File: config.mk
export PLATFORM = sky130hd
export DESIGN_NAME = earliest_finish_dispatcher
export DESIGN_NICKNAME = d
export VERILOG_FILES = /design/src/rtl/core/efd_pkg.sv /design/src/rtl/core/efd_machine_bank.sv /design/src/rtl/core/earliest_finish_dispatcher.sv
export SDC_FILE = /design/constraint.sdc
export NUM_CORES = 1
export LEC_CHECK = 0
export BUFFER_PORTS_ARGS = -buffer_cell sky130_fd_sc_hd__buf_2
export CAP_MARGIN = 20
export CELL_PAD_IN_SITES_DETAIL_PLACEMENT = 0
export CELL_PAD_IN_SITES_GLOBAL_PLACEMENT = 2
export CORE_AREA = 2 2 308 310
export CTS_BUF_LIST = sky130_fd_sc_hd__clkbuf_16
export DETAILED_ROUTE_END_ITERATION = 7
export DIE_AREA = 0 0 310 312
export PLACE_DENSITY_LB_ADDON = 0.05
export SKIP_LAST_GASP = 1
export SLEW_MARGIN = 20
export SYNTH_ARGS = -nofsm -noshare
export SYNTH_HDL_FRONTEND = slang
export SYNTH_SLANG_ARGS = --single-unit
File: constraint.sdc
create_clock -name clock -period 5.5 [get_ports clock]
set_input_delay 0.55 -clock clock [delete_from_list [all_inputs] [get_ports clock]]
set_output_delay 0.55 -clock clock [all_outputs]
set_load 0.03 [all_outputs]
File: src/rtl/core/efd_pkg.sv
// Package: widths, types and microcode table for the earliest-finish dispatcher.
`default_nettype none
package efd_pkg;

   localparam int MACHINES    = 32;
   localparam int ADDR_W      = (MACHINES > 1) ? $clog2(MACHINES) : 1;
   localparam int IDX_W       = 5;
   localparam int PT_W        = 8;
   localparam int FT_W        = 16;
   localparam int SUM_W       = FT_W + 1;
   localparam int CNT_W       = 6;
   localparam int INDEX_LIMIT = 32;
   localparam int ACTIVE_MAX  = (MACHINES < INDEX_LIMIT) ? MACHINES : INDEX_LIMIT;

   localparam logic [SUM_W-1:0] NO_BEST    = '1;
   localparam logic [FT_W-1:0]  FINISH_MAX = '1;

   localparam logic MODE_LOAD     = 1'b0;
   localparam logic MODE_DISPATCH = 1'b1;

   typedef enum logic [2:0] {
      STEP_IDLE  = 3'd0,
      STEP_INIT  = 3'd1,
      STEP_SCAN  = 3'd2,
      STEP_EMIT  = 3'd3,
      STEP_LOAD  = 3'd4
   } step_type;

   typedef enum logic [2:0] {
      SEQ_NEXT   = 3'd0,
      SEQ_JUMP   = 3'd1,
      SEQ_ACCEPT = 3'd2,
      SEQ_SCAN   = 3'd3,
      SEQ_EMIT   = 3'd4
   } seq_type;

   typedef struct packed {
      logic     take;
      logic     rd_issue;
      logic     clr_best;
      logic     cmp_en;
      logic     ld_write;
      logic     emit;
      seq_type  seq;
      step_type target;
   } ctrl_type;

   typedef struct packed {
      logic              rd_en;
      logic [ADDR_W-1:0] rd_addr;
      logic              ld_en;
      logic [ADDR_W-1:0] ld_addr;
      logic [PT_W-1:0]   ld_time;
      logic              fin_en;
      logic [ADDR_W-1:0] fin_addr;
      logic [FT_W-1:0]   fin_time;
   } bank_ctrl_type;

   typedef struct packed {
      logic [PT_W-1:0] proc_time;
      logic [FT_W-1:0] finish_time;
   } bank_data_type;

   function automatic ctrl_type uc_rom(input step_type step);
      ctrl_type c;
      c = '{take: 1'b0, rd_issue: 1'b0, clr_best: 1'b0, cmp_en: 1'b0,
            ld_write: 1'b0, emit: 1'b0, seq: SEQ_JUMP, target: STEP_IDLE};
      case (step)
         STEP_IDLE: begin
            c.take   = 1'b1;
            c.seq    = SEQ_ACCEPT;
            c.target = STEP_LOAD;
         end
         STEP_INIT: begin
            c.rd_issue = 1'b1;
            c.clr_best = 1'b1;
            c.seq      = SEQ_NEXT;
         end
         STEP_SCAN: begin
            c.rd_issue = 1'b1;
            c.cmp_en   = 1'b1;
            c.seq      = SEQ_SCAN;
         end
         STEP_EMIT: begin
            c.emit   = 1'b1;
            c.seq    = SEQ_EMIT;
            c.target = STEP_IDLE;
         end
         STEP_LOAD: begin
            c.ld_write = 1'b1;
            c.seq      = SEQ_JUMP;
            c.target   = STEP_IDLE;
         end
         default: begin
            c.seq    = SEQ_JUMP;
            c.target = STEP_IDLE;
         end
      endcase
      return c;
   endfunction

   function automatic logic [CNT_W-1:0] active_count(input logic [CNT_W-1:0] count);
      logic [CNT_W-1:0] n;
      n = (count == '0) ? CNT_W'(1) : count;
      if (32'(n) > ACTIVE_MAX) begin
         n = CNT_W'(ACTIVE_MAX);
      end
      return n;
   endfunction

endpackage
`default_nettype wire

File: src/rtl/core/efd_machine_bank.sv
// Machine bank: processing-time and finish-time memories with finish valid bits.
`default_nettype none
module efd_machine_bank (
   input  wire                   clock,
   input  wire                   reset,
   input  efd_pkg::bank_ctrl_type ctrl,
   output efd_pkg::bank_data_type rd_data
);

   logic [efd_pkg::PT_W-1:0] proc_mem [efd_pkg::MACHINES];
   logic [efd_pkg::FT_W-1:0] fin_mem  [efd_pkg::MACHINES];
   logic [efd_pkg::MACHINES-1:0] fin_valid_ff;
   logic [efd_pkg::MACHINES-1:0] fin_valid_in;

   always_comb begin
      fin_valid_in = fin_valid_ff;
      if (ctrl.ld_en) begin
         fin_valid_in[ctrl.ld_addr] = 1'b0;
      end
      if (ctrl.fin_en) begin
         fin_valid_in[ctrl.fin_addr] = 1'b1;
      end
   end

   always_ff @(posedge clock) begin
      if (reset) begin
         fin_valid_ff <= '0;
      end else begin
         fin_valid_ff <= fin_valid_in;
      end
   end

   always_ff @(posedge clock) begin
      if (ctrl.ld_en) begin
         proc_mem[ctrl.ld_addr] <= ctrl.ld_time;
      end
      if (ctrl.fin_en) begin
         fin_mem[ctrl.fin_addr] <= ctrl.fin_time;
      end
      if (ctrl.rd_en) begin
         rd_data.proc_time   <= proc_mem[ctrl.rd_addr];
         rd_data.finish_time <= fin_valid_ff[ctrl.rd_addr] ? fin_mem[ctrl.rd_addr] : '0;
      end
   end

endmodule
`default_nettype wire

File: src/rtl/core/earliest_finish_dispatcher.sv
// Top level: microcoded earliest-finish dispatcher over a bank of machines.
// Load: accepted in idle and written in the load step that follows, which returns to idle.
// Dispatch: accept, init, then a scan over the active machines through the single
// registered bank read port and one add-compare unit; emit registers the result and waits while the output is full.
// A new request is taken only in idle; the active machine count n is 1 to 32.
// Reset: synchronous; clears finish times (valid bits), count to 1, step and output valid.
`default_nettype none
module earliest_finish_dispatcher (
   input  wire        clock,
   input  wire        reset,
   input  wire        req_valid,
   output logic       req_ready,
   input  wire        req_mode,
   input  wire  [4:0] req_machine_index,
   input  wire  [7:0] req_proc_time,
   output logic       rsp_valid,
   input  wire        rsp_ready,
   output logic [4:0] rsp_chosen_machine,
   output logic [15:0] rsp_finish_time,
   input  wire        csr_wr_en,
   input  wire  [5:0] csr_wr_data
);

   efd_pkg::step_type step_ff, step_in;
   efd_pkg::ctrl_type ctrl;

   logic [efd_pkg::CNT_W-1:0] count_ff, count_in;
   logic [efd_pkg::CNT_W-1:0] active_n;
   logic [efd_pkg::CNT_W-1:0] cnt_ff, cnt_in;
   logic [efd_pkg::IDX_W-1:0] rd_idx_ff, rd_idx_in;
   logic [efd_pkg::IDX_W-1:0] pick_ff, pick_in;
   logic [efd_pkg::SUM_W-1:0] best_ff, best_in;
   logic [efd_pkg::IDX_W-1:0] idx_ff, idx_in;
   logic [efd_pkg::PT_W-1:0]  pt_ff, pt_in;
   logic                      rsp_valid_ff, rsp_valid_in;
   logic [efd_pkg::IDX_W-1:0] rsp_machine_ff, rsp_machine_in;
   logic [efd_pkg::FT_W-1:0]  rsp_time_ff, rsp_time_in;

   logic                      accept;
   logic                      scan_done;
   logic                      out_free;
   logic                      rd_en;
   logic [efd_pkg::IDX_W-1:0] rd_addr;
   logic [efd_pkg::SUM_W-1:0] sum;
   logic [efd_pkg::FT_W-1:0]  sat_best;

   efd_pkg::bank_ctrl_type bank_ctrl;
   efd_pkg::bank_data_type bank_data;

   efd_machine_bank u_bank (
      .clock   (clock),
      .reset   (reset),
      .ctrl    (bank_ctrl),
      .rd_data (bank_data)
   );

   assign ctrl      = efd_pkg::uc_rom(step_ff);
   assign active_n  = efd_pkg::active_count(count_ff);
   assign req_ready = ctrl.take;
   assign accept    = req_valid && ctrl.take;
   assign scan_done = (cnt_ff == active_n);
   assign out_free  = !rsp_valid_ff || rsp_ready;
   assign sum       = efd_pkg::SUM_W'(bank_data.finish_time) +
                      efd_pkg::SUM_W'(bank_data.proc_time);
   assign sat_best  = best_ff[efd_pkg::SUM_W-1] ? efd_pkg::FINISH_MAX
                                                : best_ff[efd_pkg::FT_W-1:0];

   assign rsp_valid          = rsp_valid_ff;
   assign rsp_chosen_machine = rsp_machine_ff;
   assign rsp_finish_time    = rsp_time_ff;

   always_comb begin
      step_in        = step_ff;
      count_in       = csr_wr_en ? csr_wr_data : count_ff;
      cnt_in         = cnt_ff;
      rd_idx_in      = rd_idx_ff;
      pick_in        = pick_ff;
      best_in        = best_ff;
      idx_in         = idx_ff;
      pt_in          = pt_ff;
      rsp_valid_in   = rsp_valid_ff && !rsp_ready;
      rsp_machine_in = rsp_machine_ff;
      rsp_time_in    = rsp_time_ff;
      bank_ctrl      = '0;

      if (accept) begin
         idx_in = req_machine_index;
         pt_in  = req_proc_time;
      end

      // issue one read a cycle; the init step restarts at machine zero
      rd_en   = ctrl.rd_issue && (ctrl.clr_best || !scan_done);
      rd_addr = ctrl.clr_best ? '0 : cnt_ff[efd_pkg::IDX_W-1:0];
      if (rd_en) begin
         cnt_in    = efd_pkg::CNT_W'(rd_addr) + efd_pkg::CNT_W'(1);
         rd_idx_in = rd_addr;
      end
      bank_ctrl.rd_en   = rd_en;
      bank_ctrl.rd_addr = efd_pkg::ADDR_W'(rd_addr);

      if (ctrl.clr_best) begin
         best_in = efd_pkg::NO_BEST;
         pick_in = '0;
      end
      if (ctrl.cmp_en && (sum < best_ff)) begin
         best_in = sum;
         pick_in = rd_idx_ff;
      end

      if (ctrl.ld_write && (32'(idx_ff) < efd_pkg::MACHINES)) begin
         bank_ctrl.ld_en   = 1'b1;
         bank_ctrl.ld_addr = efd_pkg::ADDR_W'(idx_ff);
         bank_ctrl.ld_time = pt_ff;
      end

      if (ctrl.emit && out_free) begin
         rsp_valid_in       = 1'b1;
         rsp_machine_in     = pick_ff;
         rsp_time_in        = sat_best;
         bank_ctrl.fin_en   = 1'b1;
         bank_ctrl.fin_addr = efd_pkg::ADDR_W'(pick_ff);
         bank_ctrl.fin_time = sat_best;
      end

      case (ctrl.seq)
         efd_pkg::SEQ_NEXT: begin
            step_in = efd_pkg::step_type'(step_ff + 3'd1);
         end
         efd_pkg::SEQ_JUMP: begin
            step_in = ctrl.target;
         end
         efd_pkg::SEQ_ACCEPT: begin
            if (accept) begin
               step_in = (req_mode == efd_pkg::MODE_DISPATCH)
                         ? efd_pkg::step_type'(step_ff + 3'd1) : ctrl.target;
            end
         end
         efd_pkg::SEQ_SCAN: begin
            if (scan_done) begin
               step_in = efd_pkg::step_type'(step_ff + 3'd1);
            end
         end
         efd_pkg::SEQ_EMIT: begin
            if (out_free) begin
               step_in = ctrl.target;
            end
         end
         default: begin
            step_in = efd_pkg::STEP_IDLE;
         end
      endcase
   end

   always_ff @(posedge clock) begin
      if (reset) begin
         step_ff      <= efd_pkg::STEP_IDLE;
         count_ff     <= efd_pkg::CNT_W'(1);
         rsp_valid_ff <= 1'b0;
      end else begin
         step_ff      <= step_in;
         count_ff     <= count_in;
         rsp_valid_ff <= rsp_valid_in;
      end
   end

   always_ff @(posedge clock) begin
      cnt_ff         <= cnt_in;
      rd_idx_ff      <= rd_idx_in;
      pick_ff        <= pick_in;
      best_ff        <= best_in;
      idx_ff         <= idx_in;
      pt_ff          <= pt_in;
      rsp_machine_ff <= rsp_machine_in;
      rsp_time_ff    <= rsp_time_in;
   end

endmodule
`default_nettype wire

# Yosys cells after proc, flatten, opt, wreduce, memory -nomap -nowiden
# Memories as Yosys holds them, arrays and structs flattened. A register that Yosys moved wholly into a read port is not among the register bits.
# Cells that the tools add are included.
[word_totals]
word_cells = 94
mem_bits_rw = 768
n_memories = 2
output_inout_bits = 23
regBits = 109
[op_classes]
order_cmp = 7
n_mux = 36
n_bitwise = 3
n_reduce_logical = 19
eq_ne = 12
addsub = 3
[mem_list]
columns = ["memory", "words", "word_bits", "rd", "rd_ports_with_merged_regs", "wr", "line_no", "rtl"]
rows = [
  ["u_bank.fin_mem", 32, 16, 1, 1, 1, "efd_machine_bank.sv:11", "logic [efd_pkg::FT_W-1:0] fin_mem [efd_pkg::MACHINES];"],
  ["u_bank.proc_mem", 32, 8, 1, 1, 1, "efd_machine_bank.sv:10", "logic [efd_pkg::PT_W-1:0] proc_mem [efd_pkg::MACHINES];"],
]
[op_table]
columns = ["cell", "n"]
rows = [
  ["two-way mux 32 bit", 2],
  ["two-way mux 17 bit", 2],
  ["AND 32 bit", 1],
  ["NOT 32 bit", 1],
  ["bitwise OR 32 bit", 1],
  ["two-way mux 22 bit", 1],
  ["< comparator 5 x 6 -> 1 bit, second input constant", 3],
  ["adder 16 x 8 -> 17 bit", 1],
  ["< comparator 17 bit", 1],
  ["two-way mux 16 bit", 1],
  ["two-way mux 3 bit", 5],
  ["two-way mux 5 bit", 3],
  ["one-hot mux 3 bit (5 select lines)", 1],
  ["two-way mux 1 bit", 14],
  ["two-way mux 14 bit", 1],
  ["equality test 3 x 2 -> 1 bit, second input constant", 4],
  ["two-way mux 6 bit", 2],
  ["one-hot mux 3 bit (4 select lines)", 1],
  ["demux 1 bit (select 5 bit)", 2],
  [">= comparator 5 x 1 -> 1 bit, second input constant", 2],
  ["logical AND 1 bit", 7],
  ["adder 5 x 1 -> 6 bit, second input constant", 1],
  ["equality test 3 x 1 -> 1 bit, second input constant", 2],
  ["equality test 3 bit, second input constant", 2],
  ["other kinds (12)", 19],
]

# Depth between registers and ports, before layout
[logic_depth]
depth_word = 12
ltp_mapped = 15

# By module
# From an unflattened synthesis, not the netlist that was laid out.
[hier_totals]
hier_cells = 1985
area_unflattened_um2 = 36379.9
[by_module_without_submodules]
columns = ["module", "cells_per_inst", "seq_area_each_um2", "area_each_um2", "instances"]
rows = [
  ["efd_machine_bank", 1581, 24423.4, 32003.2, 1],
  ["earliest_finish_dispatcher", 404, 2212.1, 4376.7, 1],
]

# Worst setup path after synthesis
# Ideal clock, no wire load.
[synth_path]
path_type = "register -> register"
from = "register, netlist name u_bank.rd_data[0]"
to = "register best_ff[0] in the netlist's numbering (enable)"
path_slack_ns = 1.468
n_path_buf = 1
stages_incl_launch_ff = 16
t_arrival_ns = 3.680
setup_time_ns = 0.352
path_cell_list = "edfxtp_1 > ha_1 > fa_1 > a211oi_1 > o21bai_1 > a211oi_1 > nor3_1 > xor2_1 > ha_1 > a21o_1 > a21o_1 > a21oi_1 > o211a_1 > o31a_1 > clkbuf_1 > or2_2"
[synth_between]
elab_chain_len = 4
[synth_lines]
columns = ["element", "line_no", "rtl"]
rows = [
  ["adder 16 x 8 -> 17 bit", "earliest_finish_dispatcher.sv:63", "assign sum = efd_pkg::SUM_W'(bank_data.finish_time) +"],
  ["named net sum (one bit)", "earliest_finish_dispatcher.sv:44", "logic [efd_pkg::SUM_W-1:0] sum;"],
  ["< comparator 17 bit", "earliest_finish_dispatcher.sv:105", "if (ctrl.cmp_en && (sum < best_ff)) begin"],
  ["logical AND 1 bit", "earliest_finish_dispatcher.sv:105", ""],
  ["nonzero test 2 bit (no line)", "--", ""],
  ["to (signal assigned)", "earliest_finish_dispatcher.sv:170", "best_ff <= best_in;"],
  ["to (decl)", "earliest_finish_dispatcher.sv:32", "logic [efd_pkg::SUM_W-1:0] best_ff, best_in;"],
]
# The timed path passes the listed nets, and every way through them passes these cells.
# A chain may end at the register's enable or synchronous reset.

# Worst setup path in the final report
[layout_path]
from = "register, netlist name u_bank.rd_data[0]"
to = "register best_ff[14] in the netlist's numbering (enable)"
[layout_between]
elab_chain_len = 4
[layout_lines]
columns = ["element", "line_no"]
rows = [
  ["adder 16 x 8 -> 17 bit", "earliest_finish_dispatcher.sv:63"],
  ["named net sum (one bit)", "earliest_finish_dispatcher.sv:44"],
  ["< comparator 17 bit", "earliest_finish_dispatcher.sv:105"],
  ["logical AND 1 bit", "earliest_finish_dispatcher.sv:105"],
  ["nonzero test 2 bit (no line)", "--"],
]
# The timed path passes the listed nets, and every way through them passes these cells.

==> results.md <==
* Worst-path cell chain: ha_1 -> fa_1 -> a211oi_1 -> o21bai_1 -> a211oi_1 -> nor3_1 -> xor2_1 -> ha_1 -> a21o_1 -> a21o_1 -> a21oi_1 -> o211a_1 -> o31a_1 -> or2_2
* Syn-to-layout area delta at 12.9%
* Hold buffers post-CTS at 0
* H-tree Lvls at 3
* Power per Cell Area at 473 nW/um2
* Fin Setup TNS at 0 ns
* DP Worst Slack at around 1.2 ns
* LEAKAGE at 0.0149 uW
* Initial Utilization at 39.9%
* RSZ-0062 raised after global routing: false
* Syn Area/Cell at 14.7 um2
* Min-delay worst type: in -> reg
* Initial antenna violation count at 6
* Hold Slack at approximately 0.042 ns
* Critical Path Start: u_bank.rd_data[0]
* CTS tree: built
* Clock-pin slew on the worst setup and hold paths at ~0.060 ns
* Worst-margin pin slew at 1.20 ns
* GR Overflow Total at 0
* Number of routed nets with antenna violations at 0
* Worst IR Drop VDD at 0.323 mV
* Commonest cells after routing, fill and taps aside: edfxtp_1, nand2_1, mux2i_1
* Die extent in y at 312 um
* Async SR Flop Fraction at 0%
* Worst EP arrival at 4.56 ns
* Crit path max fanout at 22
* Crit. path cell count at 14
* Dpl cells at between 3,000 and 4,000
* Crit share post-route at 77.5%
* Maximum clock frequency at between 200 and 250 MHz
* Clk sinks at 901
* Most common cell after layout, fill and taps aside: edfxtp_1
* Yosys cell types at 73
* Relative max-transition margin at 20.0%
* Post-CTS setup buffer count at 0
* # setup viols final at 0
* Most used DFF post-synth: edfxtp_1
* Max cap viols at 0
* Largest net degree at the start of global routing at 110
* Final Critical Period at 4.26 ns
* Clk root buf: clkbuf_16
* Port bufs at 47
* Outcome: completed
* Cell family with most CP delay: compound AO/OA/AOI/OAI gates
* Syn. warnings at 0
* Seq/Total Area, Yosys at 71.7%
* Final Net Count at 2,633
* Vias in the first global route at about 22,000
* Crit path required time at 5.80 ns
* Die footprint at slightly below 100,000 um2
* Rows at 112
* Synth Instances at 2,528
* DR pass1 iterations at 5
* Post-Layout Cell Count at around 4,000
* CP max stage delay at 0.50 ns
* Top Ports at 48
* Reg2reg setup slack at 1.24 ns
* Worst setup margin at 1.24 ns
* DRT Wirelength at around 110,000 um
* Final GP Congestion at about 0.78
* DRC viols at 0
* Layout cells sized above 1 at between 10 and 15%
* Reg-to-reg startpoint: u_bank.rd_data[0]
* CP bufs+invs at 0
* Die X at 310 um
* Skew final at 0.0236 ns
* Global-route wire length before repair at 160,000 um
* Clock tree buffer depth at 3
* Critical R2R Capture: best_ff[14]
* Fin. Hold Viols at 0
* R2R depth at 14
* Post-DP HPWL at 68,100 um
* Drt via density at about 5.8
* Skew-Pair Late Insertion Delay at 0.68 ns
* Final max-slew violation count at 0
* Synth Register Bits at 901
* Syn Nets at 2,584
* TritonCTS Buffers at 100
* Worst setup path class: reg -> reg
* GRT Total Usage at 23.0%
* CP max-delay cell: a211oi_1
* Wire per inst at approximately 29 um
* Initial DRC Count at 2,199
* Fill count at between 8,000 and 9,000
* Crit path to: best_ff[14]
* Core area at between 90,000 and 100,000 um2
* Crit path capture type: flop
* Via count at roughly 23,000
* Post-CTS sizing at 0
* EDFF count, synth at 859
* Synth Cell Area at roughly 37,000 um2
* CP startpoint kind: flop
==> synthesized netlist by cell type, types with 42 or more instances <==
cell type	instances	area, um2
a21oi_1	84	420
buf_2	47	235
clkbuf_1	91	342
dfxtp_1	42	841
edfxtp_1	859	25800
inv_1	59	221
mux2i_1	166	1660
nand2_1	259	972
nand3_1	99	495
nor2_1	108	405
nor3_1	42	210
o2111ai_1	66	578
o211ai_1	144	1080
o21ai_0	73	365
==> sequential cells by signal, indices dropped and copies added, names as in the netlist, 6 cells and up <==
signal / count
best_ff: 17
cnt_ff: 6
count_ff: 6
pt_ff: 8
rsp_finish_time: 16
u_bank.fin_mem: 512
u_bank.fin_valid_ff: 32
u_bank.proc_mem: 256
u_bank.rd_data: 24
==> final cells by class <==
cell class	count	area (um2)	area share, %
Tap cell	1254	1570	3.74
Sequential cell	901	26600	63.5
Multi-Input combinational cell	1396	9610	22.9
Timing Repair Buffer	116	856	2.04
Clock inverter	76	513	1.22
Antenna cell	1	2.50	0.00596
Inverter	62	236	0.563
Clock buffer	102	2550	6.08
==> cells by family (layout without fill, tap and decap cells) <==
logic type	count (synthesis)	after routing	synth area share, %
AOI/OAI and AO/OA	525	525	10.1
xor gates and xnor gates	16	16	0.377
adders and majority gates	31	31	1.06
buffers and inverters	231	356	2.81
DFF	901	901	71.7
muxes	195	195	6.09
other	0	1	0
and+or+nand+nor	629	629	7.90
==> where the power goes <==
| group | internal, uW | switching [uW] | total, uW |
|---|---|---|---|
| registers | 7890 | 199 | 8090 |
| logic | 1530 | 3880 | 5410 |
| clock network | 3620 | 2720 | 6340 |
| total | 13000 | 6800 | 19800 |
==> worst min-delay path by stage <==
stage / from / end / slack (ns) / depth (start not counted)
after floorplan: u_bank.fin_valid_ff[17] / u_bank.fin_valid_ff[17] / 0.45 / 2
after global placement: u_bank.fin_valid_ff[8] / u_bank.fin_valid_ff[8] / 0.46 / 2
after detailed placement: u_bank.fin_valid_ff[3] / u_bank.fin_valid_ff[3] / 0.47 / 2
after CTS: req_proc_time[6] / pt_ff[6] / 0.001 / 1
after global routing: req_proc_time[6] / pt_ff[6] / 0.02 / 1
final: req_proc_time[6] / pt_ff[6] / 0.04 / 1
==> per-stage QoR <==
step | utilization (%) | cell area, um2 | total power [uW]
after global routing | 45.1 | 42000 | 20600
after detailed placement | 41.8 | 38900 | 13700
after global placement | 41.8 | 38900 | 13700
after floorplan | - | 37200 | 11400
after CTS | 45.1 | 42000 | 20000
final | 45.1 | 42000 | 19800
==> layer usage <==
| metal | share of wire, % | GRT usage [%] |
|---|---|---|
| met1 | 47 | 34.5 |
| met2 | 45 | 34.6 |
| met3 | 6.4 | 3.89 |
| met4 | 2.0 | 6.02 |
| met5 | 0.10 | 0.841 |
No activity file was read; power rests on OpenSTA's default activity.
